<file path="config.mk">
export PLATFORM = sky130hd
export DESIGN_NAME = bfd_fifo
export DESIGN_NICKNAME = d
export VERILOG_FILES = /design/src/design/bfd_pkg.sv /design/src/design/bfd_fifo.sv
export SDC_FILE = /design/constraint.sdc
export NUM_CORES = 1
export LEC_CHECK = 0
export ABC_CLOCK_PERIOD_IN_PS = 8700
export BUFFER_PORTS_ARGS = -buffer_cell sky130_fd_sc_hd__buf_4
export CAP_MARGIN = 5
export CORE_UTILIZATION = 39
export CTS_BUF_LIST = sky130_fd_sc_hd__clkbuf_16
export DETAILED_ROUTE_END_ITERATION = 8
export SYNTH_ARGS = -nofsm -noshare
export SYNTH_HDL_FRONTEND = slang
export SYNTH_SLANG_ARGS = --single-unit
</file>
<file path="constraint.sdc">
create_clock -name clock -period 8.7 [get_ports clock]
set_input_delay 0.435 -clock clock [delete_from_list [all_inputs] [get_ports clock]]
set_output_delay 0.435 -clock clock [all_outputs]
set_load 0.01 [all_outputs]
</file>
<file path="src/design/bfd_pkg.sv">
// ----------------------------------------------------------------------------
// bfd_pkg
// Shared types and constants of the double-hashing bloom filter.
// ----------------------------------------------------------------------------
`default_nettype none

package bfd_pkg;

   // Operation codes carried with every item.
   typedef enum logic [1:0] {
      OP_ADD   = 2'd0,
      OP_QUERY = 2'd1,
      OP_CLEAR = 2'd2,
      OP_NONE  = 2'd3
   } op_type;

   // Configuration register indexes.
   localparam logic CSR_BITS_IN_USE = 1'b0;
   localparam logic CSR_HASH_COUNT  = 1'b1;

   localparam int BITS_W  = 17;
   localparam int HCNT_W  = 5;
   localparam logic [BITS_W-1:0] BITS_RESET = 17'd65536;
   localparam logic [HCNT_W-1:0] HCNT_RESET = 5'd7;

   // Hash constants. The FNV prime is 2^40 + 0x1B3.
   localparam logic [63:0] FNV_BASIS     = 64'd14695981039346656037;
   localparam logic [8:0]  FNV_PRIME_LO  = 9'h1B3;
   localparam int          FNV_PRIME_SH  = 40;
   localparam logic [63:0] DJB_SEED      = 64'd5381;
   localparam int          DJB_SHIFT     = 5;

   // Remainder unit: dividend bits retired per cycle.
   localparam int HASH_W     = 64;
   localparam int DIGIT_BITS = 4;
   localparam int MOD_STEPS  = HASH_W / DIGIT_BITS;

   // Command passed from the front to the back.
   typedef struct packed {
      op_type      op;
      logic [63:0] h1;
      logic [63:0] h2;
   } cmd_type;

endpackage

`default_nettype wire

</file>
<file path="src/design/bfd_fifo.sv">
// ----------------------------------------------------------------------------
// bfd_fifo
// Two-entry command queue between the front and the back.
// ----------------------------------------------------------------------------
`default_nettype none

module bfd_fifo (
   input  wire                clock,
   input  wire                reset,
   input  wire                push,
   input  bfd_pkg::cmd_type   push_cmd,
   input  wire                pop,
   output bfd_pkg::cmd_type   head_cmd,
   output logic               full,
   output logic               empty
);

   bfd_pkg::cmd_type slot_ff [2];
   logic             wr_ff;
   logic             rd_ff;
   logic [1:0]       count_ff;

   assign full     = (count_ff == 2'd2);
   assign empty    = (count_ff == 2'd0);
   assign head_cmd = slot_ff[rd_ff];

   // Entry storage.
   always_ff @(posedge clock) begin
      if (push) begin
         slot_ff[wr_ff] <= push_cmd;
      end
   end

   // Pointers and fill count.
   always_ff @(posedge clock) begin
      if (reset) begin
         wr_ff    <= 1'b0;
         rd_ff    <= 1'b0;
         count_ff <= 2'd0;
      end else begin
         if (push) begin
            wr_ff <= ~wr_ff;
         end
         if (pop) begin
            rd_ff <= ~rd_ff;
         end
         if (push && !pop) begin
            count_ff <= count_ff + 2'd1;
         end else if (pop && !push) begin
            count_ff <= count_ff - 2'd1;
         end
      end
   end

endmodule

`default_nettype wire

</file>
==> out/metrics.csv <==
stage,metric,value,unit
pwr,pwr-share-comb,11.6,%
pwr,ir_worst_vdd,0.2030,mV
sta,fin_ws,5396,ps
drt,drcViolationCount,0,
sta,fin_crit,3304,ps
synth,ys_ff_latch,265,
floorplan,die_y,159.0,µm
hold_path,hold_start,push_cmd[2],
cts,clockRootBuffer,clkbuf_16,
synth,synth_top_area_share,81.23,%
sta,clock_skew,9.742,ps
worst_setup_path,cp-start-kind,flop,
worst_setup_path,worstPathMaxFanout,68,
synth,synth_flop_cell,edfxtp_1,
drt,dr.pass1.iters,4,
synth,syn_area,0.009612,mm²
cells_and_area,syn_to_final_growth,32.71,%
status,outcome,"finished, final reports clean",
synth,synth-edff-count,260,
cts,cts_tree,built,
drt,drtIter0Drc,214,
cells_and_area,final_cell_area,0.01276,mm²
cts,holdBufCountCts,0,
pwr,p_sw,634.5,µW
synth,yosys_warnings,0,
synth,synth_mux_area_share,15.23,%
sta,setup_tns,0,ps
synth,synth_compound_area_share,0.1041,%
worst_setup_path,worstPathRequired,8270,ps
cts,cts_buffers,28,
global_routing,grt_max_degree,73,
synth,yosysMostFrequentCell,edfxtp_1,
synth,postSynthCellCount,426,
place,placed_cells,1005,
cts,clkSinkCount,265,
pwr,pwr-share-seq,51.7,%
cts,postCtsSetupBuffers,0,
floorplan,core_area,0.02425,mm²
sta,fmax,302.7,MHz
synth,synth.distinct_cells,16,
global_routing,antenna_found_initial,0,
synth,synth_area_leaders,"edfxtp_1 (81%), mux2_2 (15%), buf_6 (1.2%), dfxtp_1 (1.0%), nor2_1 (0.20%)",
hold_path,hold_class,in2reg,
synth,ys_seq_area_share,82.27,%
pwr,power_switching_share,21.57,%
synth,avgSynthCellArea,22.56,µm²
sta,hold_viol,0,
pwr,power_density,230.6,mW/mm²
sta,maxSlewHeadroom,32.68,%
synth,synth_fa_ha_area_share,0.1302,%
drt,via_count,4878,
worst_setup_path,cp_data_arrival_time,2870,ps
pwr,p_clk_share,36.6,%
job,drv_cap,0,
cts,cts_buffer_depth,3,
floorplan,ios,266,
cts,htreeDepth,1,
drt,drt_wl_total,18680,µm
place,dpl_worst_slack,5834,ps
place,portBuffers,265,
synth,async_reset_ff_share,0,%
pwr,internal_power,2.307,mW
cells_and_area,num_antenna_cells,0,
cells_and_area,instances_no_fill,1054,
floorplan,start_util,39.64,%
sta,tightest_slew,1010,ps
cts,clock_latency,520,ps
sta,period_share,37.97,%
cells_and_area,finalCoreUtilization,52.61,%
worst_setup_path,endpoint_kind,output pin,
sta,setup_viol,0,
cts,cts_resized,0,
synth,synth_nets,561,
global_routing,grt_usage,14.66,%
cells_and_area,nets,846,
worst_setup_path,critical_path_class,reg2out,
sta,slew_viol_final,0,
global_routing,grt-ovfl-total,0,
cts,clkTransAtPathRegs,60,ps
synth,synthTopCellsByCount,"edfxtp_1 (260), mux2_2 (130), buf_6 (10), dfxtp_1 (5), nor2_1 (5)",
worst_setup_path,timing.rr.start,wr_ff,
synth,yosysTopAreaCell,edfxtp_1,
place,routabilityCongestion,0.7878,
drt,routed_via_density,4.628,
synth,synth-xor-area-share,0.3645,%
floorplan,rows,57,
place,dpl_cell_area,0.01192,mm²
place,dp.final_hpwl,11940,µm
cells_and_area,layout-drive-gt1-share,60.00,%
global_routing,grt_pass1_vias,5224,
global_routing,grt_pass1_wl,28990,µm
sta,timing.hold.ws,92.68,ps
synth,synth_top_family_by_area,multiplexers,
sta,rsz0062_at_grt,false,
drt,post_drt_wl_per_cell,17.73,µm
synth,synth-simple-area-share,0.4556,%
floorplan,die-area,0.02528,mm²
pwr,finalPower,2.941,mW
pwr,p_leak,4.757,nW
drt,postRouteAntennaNets,0,
floorplan,die_w,159.0,µm
## logic make-up after synthesis
group | count (synthesis)
DFF | 265
muxes | 130
buffers and inverters | 15
and+or+nand+nor | 9
xor gates and xnor gates | 4
AOI/OAI and AO/OA | 2
adders and majority gates | 1
## path summary, 6_finish.rpt
check | slack [ps] | end | cells after the start
max | 5400 | head_cmd[111] | 3
min | 90 | slot_ff[0][2] | 1
max reg2reg | 6220 | slot_ff[1][73] | 2
min reg2reg | 520 | flop | 2
## layout by cell type (no fill, tap or decap), drive strengths merged
cell / Yosys / layout
o21ai: 1 / 1
inv: 1 / 9
nor2b: 2 / 2
mux2: 130 / 130
bufinv: 0 / 1
and2: 1 / 1
dfxtp: 5 / 5
clkinv: 0 / 10
edfxtp: 260 / 260
xnor2: 2 / 2
ha: 1 / 1
or3: 1 / 1
a21oi: 1 / 1
xor2: 2 / 2
clkbuf: 0 / 29
clkinvlp: 0 / 1
buf: 14 / 269
nor2: 5 / 5
## power by group through the flow
stage | Sequential, mW | Combinational [mW] | Clock (mW)
2_1_floorplan | 1.54 | 0.178 | 0
3_3_place_gp | 1.55 | 0.343 | 0
3_5_place_dp | 1.55 | 0.348 | 0
4_1_cts | 1.52 | 0.350 | 1.11
5_1_grt | 1.53 | 0.369 | 1.16
6_report | 1.52 | 0.343 | 1.08
## registers in the layout (all words and copies together) (netlist names), named ones only
signal / cells
count_ff: 2
slot_ff: 260
wr_ff: 1
rd_ff: 1
## critical path, cell delays in order (launching register included)
cell and delay, ps:
dfxtp_4 900, buf_4 830, mux2_2 440, buf_4 150
## per-layer routing
metal  global-route usage [%]  vias up  wire length (µm)
met4                    5.201        0               612
met1                    17.86     2386              7529
met5                        0        -                 0
li1                         -     2269                 -
met2                    24.56      185              9119
met3                    4.637       38              1422
## final cells by class
cell class	count	area, µm²
fill	1995	11490
sequential	265	7911
timing repair buffer	269	2019
multi-input combinational	146	1575
clock buffer	29	725.7
tap	324	405.4
clock inverter	20	115.1
inverter	1	3.754
No activity file was read; power rests on OpenSTA's default activity.
