<file path="src/design/bfd_pkg.sv">
// ----------------------------------------------------------------------------
// bfd_pkg
// Shared types and constants of the double-hashing bloom filter.
// ----------------------------------------------------------------------------
`default_nettype none

package bfd_pkg;

   // Operation codes carried with every item.
   typedef enum logic [1:0] {
      OP_ADD   = 2'd0,
      OP_QUERY = 2'd1,
      OP_CLEAR = 2'd2,
      OP_NONE  = 2'd3
   } op_type;

   // Configuration register indexes.
   localparam logic CSR_BITS_IN_USE = 1'b0;
   localparam logic CSR_HASH_COUNT  = 1'b1;

   localparam int BITS_W  = 17;
   localparam int HCNT_W  = 5;
   localparam logic [BITS_W-1:0] BITS_RESET = 17'd65536;
   localparam logic [HCNT_W-1:0] HCNT_RESET = 5'd7;

   // Hash constants. The FNV prime is 2^40 + 0x1B3.
   localparam logic [63:0] FNV_BASIS     = 64'd14695981039346656037;
   localparam logic [8:0]  FNV_PRIME_LO  = 9'h1B3;
   localparam int          FNV_PRIME_SH  = 40;
   localparam logic [63:0] DJB_SEED      = 64'd5381;
   localparam int          DJB_SHIFT     = 5;

   // Remainder unit: dividend bits retired per cycle.
   localparam int HASH_W     = 64;
   localparam int DIGIT_BITS = 4;
   localparam int MOD_STEPS  = HASH_W / DIGIT_BITS;

   // Command passed from the front to the back.
   typedef struct packed {
      op_type      op;
      logic [63:0] h1;
      logic [63:0] h2;
   } cmd_type;

endpackage

`default_nettype wire

</file>
<file path="src/design/bfd_front.sv">
// ----------------------------------------------------------------------------
// bfd_front
// Accepts key bytes, folds them into the FNV-1a and DJB2 hashes, and queues
// one command for each finished operation.
// ----------------------------------------------------------------------------
`default_nettype none

module bfd_front (
   input  wire                   clock,
   input  wire                   reset,
   input  wire                   req_tvalid,
   output logic                  req_tready,
   input  wire  [7:0]            key_byte,
   input  wire                   has_byte,
   input  wire  [1:0]            opcode,
   input  wire                   last_byte,
   input  wire                   init_done,
   input  wire                   q_full,
   output logic                  q_push,
   output bfd_pkg::cmd_type      q_cmd
);

   logic [63:0] fnv_ff, fnv_in;
   logic [63:0] djb_ff, djb_in;
   logic [63:0] ext;
   logic [63:0] fnv_x;
   logic        accept;
   bfd_pkg::op_type op;

   assign op         = bfd_pkg::op_type'(opcode);
   assign req_tready = init_done && !q_full;
   assign accept     = req_tvalid && req_tready;

   // Sign-extended byte and the next hash values.
   always_comb begin
      ext    = {{56{key_byte[7]}}, key_byte};
      fnv_x  = fnv_ff ^ ext;
      fnv_in = fnv_ff;
      djb_in = djb_ff;
      if (has_byte) begin
         fnv_in = (fnv_x << bfd_pkg::FNV_PRIME_SH) + (fnv_x * 64'(bfd_pkg::FNV_PRIME_LO));
         djb_in = (djb_ff << bfd_pkg::DJB_SHIFT) + djb_ff + ext;
      end
   end

   // A command is queued for the last item of add, query or clear.
   always_comb begin
      q_push   = accept && last_byte && (op != bfd_pkg::OP_NONE);
      q_cmd.op = op;
      q_cmd.h1 = fnv_in;
      q_cmd.h2 = djb_in;
   end

   // Hash accumulators restart after every finished operation.
   always_ff @(posedge clock) begin
      if (reset) begin
         fnv_ff <= bfd_pkg::FNV_BASIS;
         djb_ff <= bfd_pkg::DJB_SEED;
      end else if (accept) begin
         if (op == bfd_pkg::OP_CLEAR || op == bfd_pkg::OP_NONE) begin
            if (op == bfd_pkg::OP_CLEAR && last_byte) begin
               fnv_ff <= bfd_pkg::FNV_BASIS;
               djb_ff <= bfd_pkg::DJB_SEED;
            end
         end else if (last_byte) begin
            fnv_ff <= bfd_pkg::FNV_BASIS;
            djb_ff <= bfd_pkg::DJB_SEED;
         end else begin
            fnv_ff <= fnv_in;
            djb_ff <= djb_in;
         end
      end
   end

endmodule

`default_nettype wire

</file>
<file path="config.mk">
export PLATFORM = sky130hd
export DESIGN_NAME = bfd_front
export DESIGN_NICKNAME = d
export VERILOG_FILES = /design/src/design/bfd_pkg.sv /design/src/design/bfd_front.sv
export SDC_FILE = /design/constraint.sdc
export NUM_CORES = 1
export LEC_CHECK = 0
export BUFFER_PORTS_ARGS = -buffer_cell sky130_fd_sc_hd__buf_2
export CAP_MARGIN = 10
export CORE_ASPECT_RATIO = 1.5
export CORE_UTILIZATION = 50
export DETAILED_ROUTE_END_ITERATION = 7
export PLACE_DENSITY = 0.66
export RECOVER_POWER = 25
export SYNTH_ARGS = -nofsm -noshare
export SYNTH_HDL_FRONTEND = slang
export SYNTH_SLANG_ARGS = --single-unit
export TNS_END_PERCENT = 5
</file>
<file path="constraint.sdc">
create_clock -name clock -period 8.25 [get_ports clock]
set_input_delay 0.825 -clock clock [delete_from_list [all_inputs] [get_ports clock]]
set_output_delay 0.825 -clock clock [all_outputs]
set_load 0.01 [all_outputs]
</file>
==> flow_summary.json, run 1 <==
{
  "tritoncts": "yes",
  "period_share_pct": 95.5,
  "fmax_ghz": 0.127,
  "ys_seq_elements": 128,
  "dp.cells": 3297,
  "violations": "max-capacitance violations, max-slew violations",
  "syn2layout_area_growth_pct": 7.81,
  "worst-path-buf-inv": 4,
  "die-area_um2": 47400,
  "synth_common_cells": "inv_1 (440), fa_1 (285), ha_1 (249), xor2_1 (155)",
  "fin_hold_ws_ps": 512,
  "row_count": 96,
  "avgSynthCellArea_um2": 8.78,
  "ant_nets": 0,
  "syn-num-nets": 3199,
  "outcome": "finished, violations left",
  "period_needed_ps": 7880,
  "arrival_ps": 7060,
  "synth_warnings": 0,
  "crit_required_ps": 7420,
  "fp.coreArea_um2": 45800,
  "setup_viol": 0,
  "wire_per_inst_um": 22.8,
  "root_buffer": "clkbuf_16",
  "critPathMaxFanout": 35,
  "timing.max_cap.violations": 3,
  "end_kind": "output pin",
  "cts_setup_buffers": 0,
  "chipWidth_um": 178,
  "drtIter0Drc": 1239,
  "grt-ovfl-total": 0,
  "synth_top_area_share_pct": 24.6,
  "insertion_delay_ps": 470,
  "synthCells": 2648,
  "ys_top_cells_by_area": "fa_1 (25%), ha_1 (13%), dfxtp_1 (11%), inv_1 (7.1%), xor2_1 (5.8%)",
  "initial_utilization_pct": 50.8,
  "drv_slew": 174,
  "antenna_found_initial": 0,
  "grt_use_total_pct": 33.1,
  "diodes": 0,
  "grt_max_degree": 74,
  "synth_cell_types": 75,
  "skew_ps": 19.5,
  "grt_pass1_wl_um": 117000,
  "crit_chain": "buf_12 > xor2_1 > ha_1 > inv_1 > fa_1 > inv_1 > fa_1 > fa_1 > ha_1 > ha_1 > a21oi_1 > o21bai_1 > a211o_1 > a21boi_0 > o221ai_1 > a31o_2 > a31o_2 > a211oi_1 > xnor2_1 > mux2_2 > buf_2",
  "crit_path_top_delay_cell": "xor2_1",
  "criticalPathCategory": "in2out",
  "critPathMaxStageDelay_ps": 690,
  "ys_seq_area_share_pct": 11.0,
  "drive_gt1_share_pct": 10.7,
  "drc": 0,
  "pre_cts_ws_ps": 308,
  "critical_path.top_delay_family": "adder cells",
  "fillers": 4293,
  "setup_ws_ps": 368,
  "clock_sinks": 128,
  "rsz0062_at_grt": "false",
  "worstMarginPinSlew_ps": 4230,
  "hold_violations": 0,
  "grt_pass1_vias": 20800,
  "place.detailed.hpwl_um": 62300,
  "chipHeight_um": 266,
  "finalSetupTns_ps": 0,
  "vias_per_cell": 5.90,
  "num_vias": 19600,
  "numCtsBuffers": 17,
  "portBuffers": 148,
  "cts.clk_slew.worst_paths_ps": 60,
  "slew_headroom_pct": -182,
  "startpoint_type": "input port",
  "synth_ff_type": "dfxtp_1",
  "io_pins": 149,
  "synth_top_cell_by_area": "fa_1",
  "yosys.cell_count.top_type": "inv_1",
  "first_pass_iters": 6,
  "async_flop_share_pct": 0,
  "h-tree-depth": 4,
  "cts.path.max_buffers": 2,
  "layout.nets": 3279,
  "synth_edf_count": 0,
  "synth_area_um2": 23200,
  "wirelength_um": 75900,
  "place.gp.congestion": 1.01,
  "layout.cells.non_filler": 3328,
  "min_path_type": "reg2reg"
}
-- what timing repair did --
| item | in CTS | in global routing |
|---|---|---|
| resized for setup | 0 | 4 |
| hold buffers | 0 | 0 |
| endpoints found under the setup margin | 0 | 2 |
-- flip-flops by register name, summed over array words and instances (netlist names) --
name,cells
fnv_ff,64
djb_ff,64
-- metrics by stage --
step                util (%)  cell area, um2
floorplan                  -           23200
global placement        53.5           24500
detailed placement      53.5           24500
CTS                     54.8           25100
global route            54.7           25100
finish                  54.7           25100
-- cells in the final DEF, fill, tap and decap left out, drive strengths merged, types with 34 or more instances in the layout --
cell type	count
inv	440
fa	285
ha	249
xor2	155
a21oi	153
nor2	153
buf	153
nand2	148
dfxtp	128
xnor2	109
mux2	109
a21o	82
o21ai	79
a22oi	52
clkbuf	45
nand4	34
-- cell families (layout without fill, tap and decap cells) --
| kind of cell | Yosys count | count (layout) | share of synthesized area, % |
|---|---|---|---|
| AOI/OAI and AO/OA | 586 | 586 | 17.2 |
| buffers and inverters | 556 | 648 | 9.14 |
| adders and majority gates | 534 | 534 | 38.0 |
| and+or+nand+nor | 464 | 464 | 9.14 |
| xor gates and xnor gates | 264 | 264 | 9.95 |
| DFF | 128 | 128 | 11.0 |
| muxes | 116 | 116 | 5.58 |
-- cell type report --
class / count / area (um2) / area share (%)
repair buffers: 176 / 950 / 3.79
clock inverters: 9 / 108 / 0.429
clock buffers: 22 / 484 / 1.93
well taps: 588 / 736 / 2.94
inverters: 441 / 1660 / 6.61
multi-input cells: 1964 / 18600 / 74.1
flip-flops and latches: 128 / 2560 / 10.2
-- metal layers --
layer / share of wire (%) / wire [um] / track usage, % / vias up
met5: 0 / 0 / 0 / -
li1: - / - / - / 9043
met2: 53 / 40200 / 61.1 / 690
met1: 33 / 25300 / 32.7 / 9605
met3: 4.9 / 3690 / 5.32 / 282
met4: 8.8 / 6690 / 24.8 / 0
-- worst register-to-register path, cell delays in order, from the launching register on --
cell	delay [ps]
dfxtp_1	420
xor2_1	590
ha_1	360
inv_1	190
fa_1	440
inv_1	70
fa_1	420
fa_1	460
ha_1	300
ha_1	410
nand2_1	170
nor4_1	520
o21ai_0	240
o311a_1	440
o31ai_1	260
buf_4	160
a211oi_1	80
xnor2_1	380
mux2_2	260
o22a_1	110
-- worst paths after layout --
path,startpoint,to,slack [ps],cells past startpoint
setup reg to reg,fnv_ff[20],fnv_ff[53],1920,19
hold reg to reg,fnv_ff[6],fnv_ff[6],510,2
hold / removal,fnv_ff[6],fnv_ff[6],510,2
setup / recovery,key_byte[7],q_cmd[115],370,21
Power of run 1 is not shown: default switching activity piles up to over one toggle a cycle in this logic, so the estimate is an artifact.
==> inputs of run 2 (changes only) <==
--- a/config.mk
+++ b/config.mk
@@ -10,6 +10,7 @@
 export CORE_ASPECT_RATIO = 1.5
 export CORE_UTILIZATION = 50
 export DETAILED_ROUTE_END_ITERATION = 7
+export GPL_TIMING_DRIVEN = 0
 export PLACE_DENSITY = 0.66
 export RECOVER_POWER = 25
 export SYNTH_ARGS = -nofsm -noshare
==> flow_summary.json, run 2 (synthesis results as in run 1) <==
{
  "outcome": "complete, no violations",
  "initial_utilization_pct": 50.8,
  "layout_common_cells": "inv_1 (440), fa_1 (285), ha_1 (245)",
  "r2r_end": "fnv_ff[53]",
  "critical_path.top_delay_family": "adder cells",
  "chipHeight_um": 266,
  "num_vias": 20200,
  "period_needed_ps": 8040,
  "worstHoldEndpoint": "fnv_ff[24]",
  "tritoncts": "yes",
  "fmax_ghz": 0.124,
  "critPathMaxStageDelay_ps": 530,
  "hold_violations": 0,
  "fillers": 4227,
  "top_regs": "djb_ff x64, fnv_ff x64",
  "seqCellArea_um2": 2560,
  "grt_max_degree": 24,
  "critPathMaxFanout": 24,
  "drtIter0Drc": 1290,
  "row_count": 96,
  "dp.cells": 3387,
  "holdPathStages": 1,
  "fp.coreArea_um2": 45800,
  "setup_ws_ps": 213,
  "portBuffers": 147,
  "h-tree-depth": 4,
  "criticalPathCategory": "in2out",
  "layout.cells.non_filler": 3421,
  "min_from": "fnv_ff[24]",
  "layout.nets": 3372,
  "wirelength_um": 82100,
  "period_share_pct": 97.4,
  "diodes": 0,
  "ant_nets": 0,
  "worst-path-buf-inv": 9,
  "rsz0062_at_grt": "false",
  "setup_viol": 0,
  "min_path_type": "reg2reg",
  "worstMarginPinSlew_ps": 1220,
  "startpoint_type": "input port",
  "worst_path_most_repeated_cell": "inv_1",
  "antenna_found_initial": 2,
  "skew_ps": 13.5,
  "clock_sinks": 128,
  "final_area_um2": 25800,
  "numCtsBuffers": 17,
  "drc": 0,
  "syn2layout_area_growth_pct": 11.0,
  "crit_cells": 25,
  "drive_gt1_share_pct": 12.0,
  "post-route-util_pct": 56.4,
  "final_common_cell": "inv_1",
  "wire_per_inst_um": 24.0,
  "cts.clk_slew.worst_paths_ps": 60,
  "root_buffer": "clkbuf_16",
  "reg2reg_from": "fnv_ff[5]",
  "die-area_um2": 47400,
  "io_pins": 149,
  "slew_headroom_pct": 17.5,
  "cts.path.max_buffers": 2,
  "chipWidth_um": 178,
  "first_pass_iters": 5,
  "crit_required_ps": 7420,
  "end_kind": "output pin",
  "multi_input_area_um2": 18900,
  "place.detailed.hpwl_um": 68700,
  "grt_pass1_wl_um": 124000,
  "grt_use_total_pct": 35.7,
  "place.gp.congestion": 1.02,
  "timing.max_cap.violations": 0,
  "reg2regPathDepth": 22,
  "insertion_delay_ps": 460,
  "grt_pass1_vias": 21500,
  "grt-ovfl-total": 0,
  "vias_per_cell": 5.92,
  "place_area_um2": 24800,
  "drv_slew": 0,
  "pre_cts_ws_ps": -2120,
  "arrival_ps": 7210,
  "r2r_slack_ps": 1730,
  "crit_path_top_delay_cell": "fa_1"
}
## run 2: cell count changes in the layout (fill, tap and decap cells not counted), moves of 4 or more
| cell | previous run | this run |
|---|---|---|
| xor2_1 | 155 | 138 |
| ha_2 | 0 | 4 |
| xor2_2 | 0 | 13 |
| a21oi_2 | 0 | 4 |
| a21oi_1 | 153 | 149 |
| buf_2 | 128 | 132 |
| xor2_4 | 0 | 4 |
| clkbuf_8 | 4 | 0 |
| ha_1 | 249 | 245 |
| buf_6 | 0 | 7 |
| buf_4 | 23 | 15 |
| clkbuf_1 | 22 | 108 |
## run 2: through the flow
step / hold slack, ps / setup TNS (ps)
after detailed placement: 513 / -107020
after floorplan: 480 / 0
after CTS: 528 / -99.5
after global routing: 549 / 0
final: 527 / 0
after global placement: 499 / -199370
## run 2: how the worst max path moves through the flow
stage                 from          to
5_1_grt        key_byte[7]  q_cmd[125]
2_1_floorplan  key_byte[7]  q_cmd[121]
3_3_place_gp   key_byte[7]  q_cmd[126]
6_report       key_byte[7]  q_cmd[117]
3_5_place_dp   key_byte[7]  q_cmd[126]
4_1_cts        key_byte[7]  q_cmd[125]
## run 2: area by class of cell
type	instances	area share (%)
clock buffers	18	1.66
plain buffers	109	1.97
well taps	588	2.85
repair buffers	160	3.45
flip-flops and latches	128	9.93
inverters	441	6.41
clock inverters	13	0.543
multi-input cells	1964	73.2
## run 2: repair_timing
item | 4_1_cts | 5_1_grt
setup endpoints to repair | 89 | 32
pin swaps | 4 | 2
gates resized for setup | 71 | 29
hold buffers | 0 | 0
setup buffers | 5 | 1
gates cloned | 2 | 1
## run 2: per-layer routing
layer	up-vias	global-route usage, %	share of wire [%]
met3	301	5.81	5.5
met4	4	28.8	9.2
met5	-	0	0.029
met1	9969	35.1	33
li1	9220	-	-
met2	755	65.0	52
Power of run 2 is left out for the same reason.
